===== config.mk =====
export PLATFORM = sky130hd
export DESIGN_NAME = tga_rle_pixel_decoder_unit
export DESIGN_NICKNAME = d
export VERILOG_FILES = /design/src/hw/rtl/tgarle_pkg.sv /design/src/hw/rtl/tga_rle_pixel_decoder_unit.sv /design/src/hw/rtl/tgarle_div.sv
export SDC_FILE = /design/constraint.sdc
export NUM_CORES = 2
export LEC_CHECK = 0
export BUFFER_PORTS_ARGS = -buffer_cell sky130_fd_sc_hd__buf_2
export CORE_ASPECT_RATIO = 0.75
export CORE_UTILIZATION = 45
export CTS_CLUSTER_DIAMETER = 50
export CTS_CLUSTER_SIZE = 20
export DETAILED_ROUTE_END_ITERATION = 10
export GPL_TIMING_DRIVEN = 1
export PLACE_DENSITY = 0.62
export SLEW_MARGIN = 0
export SYNTH_ARGS = -nofsm -noshare
export SYNTH_HDL_FRONTEND = slang
export SYNTH_HIERARCHICAL = 1
export SYNTH_SLANG_ARGS = --single-unit

===== constraint.sdc =====
create_clock -name i_clk -period 11.55 [get_ports i_clk]
set_clock_uncertainty 0.1 [all_clocks]
set_input_delay 2.31 -clock i_clk [delete_from_list [all_inputs] [get_ports i_clk]]
set_output_delay 2.31 -clock i_clk [all_outputs]
set_load 0.1 [all_outputs]

===== src/hw/rtl/tgarle_pkg.sv =====
// Shared types, constants and helpers for the TGA pixel-data decoder.
`default_nettype none

package tgarle_pkg;

    // Packet header layout.
    localparam int unsigned MAX_PACKET  = 128;
    localparam int unsigned HDR_RUN_BIT = 7;

    // Field widths.
    localparam int unsigned BYTE_W   = 8;
    localparam int unsigned PIXEL_W  = 32;
    localparam int unsigned ACCUM_W  = 24;
    localparam int unsigned COUNT_W  = 8;
    localparam int unsigned COORD_W  = 16;
    localparam int unsigned ROWS_W   = 17;
    localparam int unsigned REMAIN_W = 32;
    localparam int unsigned POS_W    = 33;
    localparam int unsigned CFG_IDX_W  = 3;
    localparam int unsigned CFG_DATA_W = 16;

    // Output beat layout.
    localparam int unsigned OUT_DATA_W = PIXEL_W + COUNT_W + 2 * COORD_W;

    // Serial divider used to fold a column offset back into row and column.
    localparam int unsigned DIV_STEPS = ROWS_W;
    localparam int unsigned DIV_CNT_W = $clog2(DIV_STEPS);

    typedef enum logic [CFG_IDX_W-1:0] {
        CFG_RLE_ENABLED     = 3'd0,
        CFG_PIXEL_FORMAT    = 3'd1,
        CFG_IMAGE_WIDTH     = 3'd2,
        CFG_IMAGE_HEIGHT    = 3'd3,
        CFG_TOP_LEFT_ORIGIN = 3'd4
    } t_cfg_index;

    typedef enum logic [1:0] {
        FMT_ONE_BYTE   = 2'd0,
        FMT_THREE_BYTE = 2'd1,
        FMT_FOUR_BYTE  = 2'd2
    } t_pixel_format;

    // Remaining-pixel recompute after a register write.
    typedef enum logic [1:0] {
        RC_IDLE,
        RC_MUL,
        RC_SUB
    } t_recalc_state;

    typedef struct packed {
        logic               start;
        logic [ROWS_W-1:0]  dividend;
        logic [COORD_W-1:0] divisor;
    } t_div_req;

    typedef struct packed {
        logic               busy;
        logic               done;
        logic [ROWS_W-1:0]  quotient;
        logic [COORD_W-1:0] remainder;
    } t_div_rsp;

    function automatic logic [2:0] bytes_per_pixel(input logic [1:0] fmt);
        logic [2:0] n;
        case (fmt)
            FMT_ONE_BYTE:   n = 3'd1;
            FMT_THREE_BYTE: n = 3'd3;
            default:        n = 3'd4;
        endcase
        return n;
    endfunction

endpackage

`default_nettype wire


===== src/hw/rtl/tga_rle_pixel_decoder_unit.sv =====
// Top level of the TGA pixel-data decoder: byte stream in, pixel groups out.
// Bytes wait in the input register; the group a byte completes goes to the output register.
// Throughput: one byte per cycle unless output stalls; a group that moves the position more
// than one row ahead stalls input while the serial divider folds the column back into range.
// A register write stalls input while the remaining pixel count is recomputed.
// Synchronous active-low reset restores register defaults and waits for a packet header.
`default_nettype none

module tga_rle_pixel_decoder_unit
    import tgarle_pkg::*;
(
    input  wire logic                  i_clk,
    input  wire logic                  i_rst_n,
    // Input stream. tdata: data_byte[7:0].
    input  wire logic                  i_s_axis_tvalid,
    output logic                       o_s_axis_tready,
    input  wire logic [BYTE_W-1:0]     i_s_axis_tdata,
    // Output stream. tdata: pixel_value[31:0], repeat_count[39:32],
    // start_column[55:40], start_row[71:56]. tlast: image_done.
    output logic                       o_m_axis_tvalid,
    input  wire logic                  i_m_axis_tready,
    output logic [OUT_DATA_W-1:0]      o_m_axis_tdata,
    output logic                       o_m_axis_tlast,
    // Register writes.
    input  wire logic                  i_cfg_valid,
    output logic                       o_cfg_ready,
    input  wire logic [CFG_IDX_W-1:0]  i_cfg_index,
    input  wire logic [CFG_DATA_W-1:0] i_cfg_data
);

    // Configuration registers.
    logic               r_rle;
    logic [1:0]         r_fmt;
    logic [COORD_W-1:0] r_width;
    logic [COORD_W-1:0] r_height;
    logic               r_top;

    // Decode state.
    logic                r_expect_hdr, n_expect_hdr;
    logic                r_run,        n_run;
    logic [COUNT_W-1:0]  r_pix_left,   n_pix_left;
    logic [1:0]          r_byte_pos,   n_byte_pos;
    logic [ACCUM_W-1:0]  r_accum,      n_accum;
    logic [COORD_W-1:0]  r_col,        n_col;
    logic [ROWS_W-1:0]   r_rows,       n_rows;
    logic                r_finished,   n_finished;
    logic [REMAIN_W-1:0] r_remaining,  n_remaining;

    // Input and output registers.
    logic               r_in_valid;
    logic [BYTE_W-1:0]  r_in_byte;
    logic               r_out_valid,  n_out_valid;
    logic [PIXEL_W-1:0] r_out_pixel,  n_out_pixel;
    logic [COUNT_W-1:0] r_out_count,  n_out_count;
    logic [COORD_W-1:0] r_out_col,    n_out_col;
    logic [COORD_W-1:0] r_out_row,    n_out_row;
    logic               r_out_last,   n_out_last;
    logic               n_out_load;

    // Recompute of the remaining pixel count.
    t_recalc_state       r_rc_state, n_rc_state;
    logic                rc_mul_en;
    logic                rc_sub_en;
    logic [POS_W-1:0]    r_prod_pos;
    logic [REMAIN_W-1:0] r_prod_total;

    t_div_req div_req;
    t_div_rsp div_rsp;

    logic cfg_fire;
    logic in_fire;
    logic proc;

    assign o_cfg_ready = 1'b1;
    assign cfg_fire    = i_cfg_valid;

    assign proc = r_in_valid && (r_rc_state == RC_IDLE) && !div_rsp.busy
                  && (!r_out_valid || i_m_axis_tready);
    assign o_s_axis_tready = !r_in_valid || proc;
    assign in_fire         = i_s_axis_tvalid && o_s_axis_tready;

    tgarle_div u_div (
        .i_clk   (i_clk),
        .i_rst_n (i_rst_n),
        .i_req   (div_req),
        .o_rsp   (div_rsp)
    );

    // Recompute FSM: multiply, then subtract; a new write restarts it.
    always_ff @(posedge i_clk) begin
        if (!i_rst_n) begin
            r_rc_state <= RC_IDLE;
        end else begin
            r_rc_state <= n_rc_state;
        end
    end

    always_comb begin
        n_rc_state = r_rc_state;
        rc_mul_en  = 1'b0;
        rc_sub_en  = 1'b0;
        unique case (r_rc_state)
            RC_IDLE: begin
                if (cfg_fire) begin
                    n_rc_state = RC_MUL;
                end
            end
            RC_MUL: begin
                if (cfg_fire) begin
                    n_rc_state = RC_MUL;
                end else if (!div_rsp.busy) begin
                    rc_mul_en  = 1'b1;
                    n_rc_state = RC_SUB;
                end
            end
            RC_SUB: begin
                if (cfg_fire) begin
                    n_rc_state = RC_MUL;
                end else begin
                    rc_sub_en  = 1'b1;
                    n_rc_state = RC_IDLE;
                end
            end
            default: n_rc_state = RC_IDLE;
        endcase
    end

    always_ff @(posedge i_clk) begin
        if (rc_mul_en) begin
            r_prod_pos   <= POS_W'(r_rows * r_width);
            r_prod_total <= REMAIN_W'(r_width * r_height);
        end
    end

    // Per-byte decode.
    logic [2:0]         nbytes;
    logic [4:0]         shamt;
    logic [PIXEL_W-1:0] pix_value;
    logic [COUNT_W-1:0] want;
    logic [COUNT_W-1:0] count;
    logic [ROWS_W-1:0]  col_sum;
    logic [ROWS_W-1:0]  col_wrap;
    logic               fits_row;
    logic               fits_next;
    logic [POS_W-1:0]   lin_pos;
    logic [POS_W-1:0]   total_ext;

    always_comb begin
        n_expect_hdr = r_expect_hdr;
        n_run        = r_run;
        n_pix_left   = r_pix_left;
        n_byte_pos   = r_byte_pos;
        n_accum      = r_accum;
        n_col        = r_col;
        n_rows       = r_rows;
        n_finished   = r_finished;
        n_remaining  = r_remaining;
        n_out_load   = 1'b0;
        n_out_pixel  = r_out_pixel;
        n_out_count  = r_out_count;
        n_out_col    = r_out_col;
        n_out_row    = r_out_row;
        n_out_last   = r_out_last;
        div_req      = '0;

        nbytes    = bytes_per_pixel(r_fmt);
        shamt     = {r_byte_pos, 3'b000};
        pix_value = {8'b0, r_accum} | ({24'b0, r_in_byte} << shamt);
        want      = 8'd1;
        count     = 8'd1;
        col_sum   = '0;
        col_wrap  = '0;
        fits_row  = 1'b0;
        fits_next = 1'b0;
        lin_pos   = r_prod_pos + {17'b0, r_col};
        total_ext = {1'b0, r_prod_total};

        if (div_rsp.done) begin
            n_rows = r_rows + div_rsp.quotient;
            n_col  = div_rsp.remainder;
        end

        if (rc_sub_en) begin
            n_remaining = (total_ext > lin_pos) ? REMAIN_W'(total_ext - lin_pos) : '0;
        end

        if (proc && !r_finished) begin
            if (r_rle && r_expect_hdr) begin
                n_run        = r_in_byte[HDR_RUN_BIT];
                n_pix_left   = {1'b0, r_in_byte[HDR_RUN_BIT-1:0]} + 8'd1;
                n_expect_hdr = 1'b0;
                n_byte_pos   = '0;
                n_accum      = '0;
            end else if (({1'b0, r_byte_pos} + 3'd1) < nbytes) begin
                n_accum    = r_accum | ({16'b0, r_in_byte} << shamt);
                n_byte_pos = r_byte_pos + 2'd1;
            end else begin
                n_byte_pos = '0;
                n_accum    = '0;
                if (r_rle && r_run) begin
                    want         = (r_pix_left != '0) ? r_pix_left : 8'd1;
                    n_pix_left   = '0;
                    n_expect_hdr = 1'b1;
                end else if (r_rle) begin
                    if (r_pix_left <= 8'd1) begin
                        n_pix_left   = '0;
                        n_expect_hdr = 1'b1;
                    end else begin
                        n_pix_left = r_pix_left - 8'd1;
                    end
                end

                if (r_remaining == '0) begin
                    n_finished = 1'b1;
                end else begin
                    count = ({24'b0, want} > r_remaining) ? r_remaining[COUNT_W-1:0] : want;
                    n_out_load  = 1'b1;
                    n_out_pixel = pix_value;
                    n_out_count = count;
                    n_out_col   = r_col;
                    n_out_row   = r_top ? r_rows[COORD_W-1:0]
                                        : (r_height - 16'd1 - r_rows[COORD_W-1:0]);
                    n_out_last  = ({24'b0, count} == r_remaining);
                    n_remaining = r_remaining - {24'b0, count};
                    if (n_out_last) begin
                        n_finished = 1'b1;
                    end

                    // Advance the position; more than one row boundary needs the divider.
                    col_sum   = {1'b0, r_col} + {9'b0, count};
                    fits_row  = col_sum < {1'b0, r_width};
                    col_wrap  = col_sum - {1'b0, r_width};
                    fits_next = col_wrap < {1'b0, r_width};
                    if (fits_row) begin
                        n_col = col_sum[COORD_W-1:0];
                    end else if (fits_next) begin
                        n_col  = col_wrap[COORD_W-1:0];
                        n_rows = r_rows + 17'd1;
                    end else begin
                        div_req.start    = 1'b1;
                        div_req.dividend = col_sum;
                        div_req.divisor  = r_width;
                    end
                end
            end
        end

        if (n_out_load) begin
            n_out_valid = 1'b1;
        end else if (r_out_valid && i_m_axis_tready) begin
            n_out_valid = 1'b0;
        end else begin
            n_out_valid = r_out_valid;
        end
    end

    always_ff @(posedge i_clk) begin
        if (!i_rst_n) begin
            r_rle        <= 1'b0;
            r_fmt        <= FMT_ONE_BYTE;
            r_width      <= 16'd1;
            r_height     <= 16'd1;
            r_top        <= 1'b0;
            r_expect_hdr <= 1'b1;
            r_run        <= 1'b0;
            r_pix_left   <= '0;
            r_byte_pos   <= '0;
            r_accum      <= '0;
            r_col        <= '0;
            r_rows       <= '0;
            r_finished   <= 1'b0;
            r_remaining  <= 32'd1;
            r_in_valid   <= 1'b0;
            r_out_valid  <= 1'b0;
        end else begin
            if (cfg_fire) begin
                unique case (i_cfg_index)
                    CFG_RLE_ENABLED:     r_rle    <= i_cfg_data[0];
                    CFG_PIXEL_FORMAT:    r_fmt    <= i_cfg_data[1:0];
                    CFG_IMAGE_WIDTH:     r_width  <= i_cfg_data;
                    CFG_IMAGE_HEIGHT:    r_height <= i_cfg_data;
                    CFG_TOP_LEFT_ORIGIN: r_top    <= i_cfg_data[0];
                    default: ;
                endcase
            end
            r_expect_hdr <= n_expect_hdr;
            r_run        <= n_run;
            r_pix_left   <= n_pix_left;
            r_byte_pos   <= n_byte_pos;
            r_accum      <= n_accum;
            r_col        <= n_col;
            r_rows       <= n_rows;
            r_finished   <= n_finished;
            r_remaining  <= n_remaining;
            if (in_fire) begin
                r_in_valid <= 1'b1;
            end else if (proc) begin
                r_in_valid <= 1'b0;
            end
            r_out_valid <= n_out_valid;
        end
    end

    always_ff @(posedge i_clk) begin
        if (in_fire) begin
            r_in_byte <= i_s_axis_tdata;
        end
        r_out_pixel <= n_out_pixel;
        r_out_count <= n_out_count;
        r_out_col   <= n_out_col;
        r_out_row   <= n_out_row;
        r_out_last  <= n_out_last;
    end

    assign o_m_axis_tvalid = r_out_valid;
    assign o_m_axis_tdata  = {r_out_row, r_out_col, r_out_count, r_out_pixel};
    assign o_m_axis_tlast  = r_out_last;

    // Once the image is complete, no further group may be produced.
    a_no_beat_after_finish: assert property (@(posedge i_clk) disable iff (!i_rst_n)
        (r_finished && !r_out_valid) |=> !r_out_valid)
        else $error("group produced after the last pixel of the image");

    // A group never carries zero pixels.
    a_count_nonzero: assert property (@(posedge i_clk) disable iff (!i_rst_n)
        o_m_axis_tvalid |-> (o_m_axis_tdata[39:32] != 8'd0))
        else $error("group with zero repeat count");

    // A group that ends the image leaves the decoder finished.
    a_last_sets_finished: assert property (@(posedge i_clk) disable iff (!i_rst_n)
        (n_out_load && n_out_last) |=> r_finished)
        else $error("image end reported but decoder not finished");

    // A register write always restarts the remaining-count recompute.
    a_cfg_starts_recalc: assert property (@(posedge i_clk) disable iff (!i_rst_n)
        cfg_fire |=> (r_rc_state == RC_MUL))
        else $error("register write did not start the recompute");

    // No byte is decoded while the divider is still folding the position.
    a_no_proc_while_div: assert property (@(posedge i_clk) disable iff (!i_rst_n)
        div_req.start |=> !proc)
        else $error("byte decoded while the position divider was busy");

endmodule

`default_nettype wire


===== src/hw/rtl/tgarle_div.sv =====
// Restoring serial divider, one quotient bit per cycle.
`default_nettype none

module tgarle_div
    import tgarle_pkg::*;
(
    input  wire logic     i_clk,
    input  wire logic     i_rst_n,
    input  wire t_div_req i_req,
    output t_div_rsp      o_rsp
);

    logic                 r_busy;
    logic [DIV_CNT_W-1:0] r_cnt;
    logic [COORD_W-1:0]   r_rem;
    logic [ROWS_W-1:0]    r_quo;
    logic [COORD_W-1:0]   r_div;

    logic [COORD_W:0]   shifted;
    logic               ge;
    logic [COORD_W:0]   diff;
    logic [COORD_W-1:0] n_rem;
    logic [ROWS_W-1:0]  n_quo;
    logic               last_step;

    always_comb begin
        shifted   = {r_rem, r_quo[ROWS_W-1]};
        ge        = shifted >= {1'b0, r_div};
        diff      = shifted - {1'b0, r_div};
        n_rem     = ge ? diff[COORD_W-1:0] : shifted[COORD_W-1:0];
        n_quo     = {r_quo[ROWS_W-2:0], ge};
        last_step = r_busy && (r_cnt == DIV_CNT_W'(DIV_STEPS - 1));
    end

    always_ff @(posedge i_clk) begin
        if (!i_rst_n) begin
            r_busy <= 1'b0;
            r_cnt  <= '0;
        end else if (i_req.start) begin
            r_busy <= 1'b1;
            r_cnt  <= '0;
        end else if (r_busy) begin
            r_cnt <= r_cnt + DIV_CNT_W'(1);
            if (last_step) begin
                r_busy <= 1'b0;
            end
        end
    end

    always_ff @(posedge i_clk) begin
        if (i_req.start) begin
            r_rem <= '0;
            r_quo <= i_req.dividend;
            r_div <= i_req.divisor;
        end else if (r_busy) begin
            r_rem <= n_rem;
            r_quo <= n_quo;
        end
    end

    // The final quotient bit and remainder are presented in the last step cycle.
    assign o_rsp.busy      = r_busy;
    assign o_rsp.done      = last_step;
    assign o_rsp.quotient  = n_quo;
    assign o_rsp.remainder = n_rem;

endmodule

`default_nettype wire


==> out/qor.log <==
qor: yosys.postSynthNetCount 5092
qor: clock_network.cts_tree built
qor: cells_and_area.relative_area_change_from_synthesis_to_final_layout 7.99%
qor: run.max_cap_violations 0
qor: placed_design.post-dp-hpwl 84200 um
qor: yosys.cell_count_after_synthesis 4281
qor: grt.antenna_found_initial 1
qor: clock_network.cts-htree-levels 2
qor: power_and_ir_drop.clock_power_share 19.3%
qor: timing.highest_achievable_clock_rate 0.0938 GHz
qor: worst_setup_path.cp_max_fo 26
qor: timing.setup_violation_total_in_the_final_timing_report 0
qor: power_and_ir_drop.powerDensity 192 nW/um^2
qor: worst_setup_path.arrival 10.81 ns
qor: clock_network.clkSlewWorstSetupHoldPaths 0.07 ns
qor: cells_and_area.number_of_nets_in_the_layout 5087
qor: worst_setup_path.worst_path_largest_cell_delay 0.65 ns
qor: yosys.number_of_flops_mapped_to_enable_cells_by_yosys 179
qor: timing.fin_crit_sh 92.3%
qor: power_and_ir_drop.part_of_the_total_power_dissipated_in_sequential_elements 22.9%
qor: yosys.async_reset_ff_share 0%
qor: detailed_routing.detailroute.via_count 30400
qor: worst_setup_path.cp.required 11.70 ns
qor: timing.relSlewSlack 17.8%
qor: grt.grt_pass1_wl 174000 um
qor: cells_and_area.number_of_inserted_filler_cells_in_the_final_layout 7990
qor: clock_network.clkSinkCount 343
qor: cells_and_area.antenna_cells 0
qor: floorplan.die-width 339 um
qor: cells_and_area.mostFrequentLayoutCells 593 x sky130_fd_sc_hd__inv_1, 550 x sky130_fd_sc_hd__nand2_1, 410 x sky130_fd_sc_hd__fa_1
qor: worst_setup_path.setup.reg_to_reg.worst_slack 0.89 ns
qor: floorplan.design.portCount 108
qor: worst_setup_path.reg_to_reg_critical_path_startpoint r_pix_left[0]$_SDFFE_PN0P_
qor: cells_and_area.multiInputGateArea 26600 um^2
qor: status.status complete, no violations
qor: power_and_ir_drop.power_leakage 0.0182 uW
qor: worst_setup_path.reg2reg_to u_div/r_quo[12]$_DFFE_PP_
qor: detailed_routing.final_antenna_net_count 0
qor: cells_and_area.mostFrequentLayoutCell sky130_fd_sc_hd__inv_1
qor: yosys.yosys_warnings 6
qor: timing.worst_slew_pin_slew 1.20 ns
qor: placed_design.placed_cell_area 39900 um^2
qor: power_and_ir_drop.pwr-share-comb 57.7%
qor: grt.grt_usage 25.9%
qor: worst_setup_path.kind_of_critical_path reg -> reg
qor: timing.totalNegativeSetupSlack 0 ns
qor: power_and_ir_drop.netSwitchingFraction 49.0%
qor: detailed_routing.detailedRoute.firstIterationViolations 2518
qor: timing.post-route-min-period 10.66 ns
qor: clock_network.resize_count_post_cts 0
qor: detailed_routing.post_drt_wl_per_cell 20.5 um
qor: yosys.synth_area_per_cell 8.98 um^2
qor: hold_path.worstHoldPathType reg -> reg
qor: grt.first_global_vias 29200
qor: yosys.mappedNetlistArea 38400 um^2
qor: yosys.synthDominantAreaCellType sky130_fd_sc_hd__fa_1
qor: yosys.yosys.area.top_type_share 21.4%
qor: detailed_routing.postRouteWirelength 112000 um
qor: worst_setup_path.timing.critical_path.to_type flip-flop
qor: timing.final_max_slew_viol_count 0
qor: yosys.flops_latches_synth 343
qor: hold_path.min_delay_path_depth 2
qor: clock_network.clk_root_buffer_cell sky130_fd_sc_hd__clkbuf_16
qor: power_and_ir_drop.power.net_switching 3890 uW
qor: power_and_ir_drop.ir_drop 0.000251 V
qor: clock_network.cts_inserted_buffers 46
qor: floorplan.floorplan.die.height 255 um
qor: grt.grt_max_degree 71
qor: yosys.netlist_top_cells_area sky130_fd_sc_hd__fa_1 21%, sky130_fd_sc_hd__edfxtp_1 14%, sky130_fd_sc_hd__ha_1 12%
qor: timing.grt_setup_unrepaired no
qor: placed_design.finalWeightedCongestion 0.925
qor: detailed_routing.detail_route.vias_per_cell 5.59
qor: detailed_routing.route.detailed.drc 0
qor: cells_and_area.final_layout_size_suffix_gt1_share 7.93%
qor: timing.hold_violations 0
qor: clock_network.clock_latency 0.62 ns
qor: floorplan.die_area 86600 um^2
qor: cells_and_area.final_cell_area 41500 um^2
qor: hold_path.hold_startpoint r_width[8]$_SDFFE_PN0P_
qor: clock_network.cts.hold.buffers_added 0
qor: detailed_routing.drtPass1Iterations 6
qor: worst_setup_path.critical-path-slowest-cell sky130_fd_sc_hd__nand2_1
qor: worst_setup_path.reg2reg_depth 42
qor: yosys.synth-main-ff-cell sky130_fd_sc_hd__edfxtp_1
qor: floorplan.fp-row-count 92
qor: yosys.seq_area_frac_synth 22.5%
qor: clock_network.clk_path_buf_depth 3
qor: worst_setup_path.start_kind flip-flop
qor: cells_and_area.seq_area 8660 um^2
qor: floorplan.core_area 84300 um^2
qor: grt.grt_overflow 0
qor: power_and_ir_drop.internal_power 4050 uW
qor: floorplan.start_util 45.6%
qor: placed_design.port_buffers 106
qor: clock_network.cts_setup_buffers 0
qor: hold_path.holdPathEnd r_width[8]$_SDFFE_PN0P_
qor: yosys.ys_types 105
## cells in the mapped netlist, drive strengths merged, types with 28 or more instances
cell type	n
o21ai	123
xor2	70
nand4	33
a31oi	29
ha	369
edfxtp	179
dfxtp	164
inv	597
buf	59
a21oi	216
fa	410
clkbuf	157
nor2	277
a21o	83
a211oi	28
nor3	62
nand3	63
and2	154
nand2b	28
nand2	550
o21a	33
and3	44
mux2	41
xnor2	119
## critical path, delay by kind of cell (launching register included)
family,cells,cell delay (ns)
XOR/XNOR,2,0.28
AND/OR/NAND/NOR,17,3.63
AO/OA/AOI/OAI,12,2.62
flip-flops,1,0.41
adder cells (fa/ha/maj),6,2.00
multiplexers,1,0.21
buffers and inverters,4,1.05
## registers in the layout, indices dropped and copies added (netlist names), 2 cells and up
| register | count |
|---|---|
| r_rows | 17 |
| u_div/r_cnt | 5 |
| r_pix_left | 8 |
| r_accum | 24 |
| u_div/r_div | 16 |
| r_width | 16 |
| r_in_byte | 8 |
| r_prod_total | 32 |
| r_out_col | 16 |
| r_byte_pos | 2 |
| r_out_row | 16 |
| r_out_pixel | 32 |
| u_div/r_quo | 17 |
| r_remaining | 32 |
| r_col | 16 |
| u_div/r_rem | 16 |
| r_out_count | 8 |
| r_rc_state | 2 |
| r_prod_pos | 33 |
| r_fmt | 2 |
| r_height | 16 |
## worst max-delay path by stage
stage                           endpoint                  startpoint  slack, ns  cells after the start
2_1_floorplan    r_prod_pos[0]$_DFFE_PP_                 i_cfg_valid       1.80                      1
3_3_place_gp   u_div/r_quo[12]$_DFFE_PP_  r_pix_left[0]$_SDFFE_PN0P_       1.34                     42
3_5_place_dp   u_div/r_quo[14]$_DFFE_PP_  r_pix_left[1]$_SDFFE_PN0P_       1.07                     42
4_1_cts        u_div/r_quo[12]$_DFFE_PP_  r_pix_left[1]$_SDFFE_PN0P_       1.02                     42
5_1_grt        u_div/r_quo[15]$_DFFE_PP_  r_pix_left[1]$_SDFFE_PN0P_       0.11                     42
6_report       u_div/r_quo[12]$_DFFE_PP_  r_pix_left[0]$_SDFFE_PN0P_       0.89                     42
## kinds of logic (layout without fill, tap and decap cells)
group                    Yosys count  after routing  share of synthesized area [%]
buffers and inverters            819            851                           8.40
AO/OA/AOI/OAI                    752            752                           13.2
AND/OR/NAND/NOR                 1330           1330                           16.2
multiplexers                      68             68                           1.96
adder cells (fa/ha/maj)          779            779                           33.4
XOR/XNOR                         189            189                           4.35
other                              1              1                        0.00976
flip-flops                       343            343                           22.5
## per-layer routing
metal	vias up	track usage [%]	part of all wire [%]
li1	14200	-	-
met1	14900	39.5	49
met2	1123	37.4	41
met3	128	5.42	8.9
met4	0	5.06	1.7
met5	-	0	0
## layout make-up
| cell class | count | area share, % |
|---|---|---|
| Clock buffer | 50 | 2.96 |
| Inverter | 603 | 5.47 |
| Timing Repair Buffer | 163 | 2.31 |
| Tap cell | 1128 | 3.40 |
| Clock inverter | 35 | 0.992 |
| Multi-Input combinational cell | 3119 | 64.0 |
| Sequential cell | 343 | 20.9 |
## metrics by stage
| step | util (%) | power [uW] | hold WS (ns) | instances | setup WS, ns |
|---|---|---|---|---|---|
| after CTS | 49.3 | 7890 | 0.355 | 5441 | 1.02 |
| final | 49.3 | 7950 | 0.352 | 5441 | 0.890 |
| after detailed placement | 47.3 | 6310 | 0.347 | 5356 | 1.07 |
| after global routing | 49.3 | 8460 | 0.367 | 5441 | 0.114 |
| after floorplan | - | 5210 | 0.353 | 4281 | 1.80 |
| after global placement | 47.3 | 6300 | 0.343 | 5356 | 1.34 |
## power groups by stage
stage / clock, uW / sequential [uW] / combinational, uW
after floorplan: 0 / 1990 / 3220
after global placement: 0 / 1840 / 4460
after detailed placement: 0 / 1840 / 4470
after CTS: 1570 / 1820 / 4510
after global routing: 1610 / 1840 / 5000
final: 1540 / 1820 / 4590
Power figures use the tool's default switching activity.
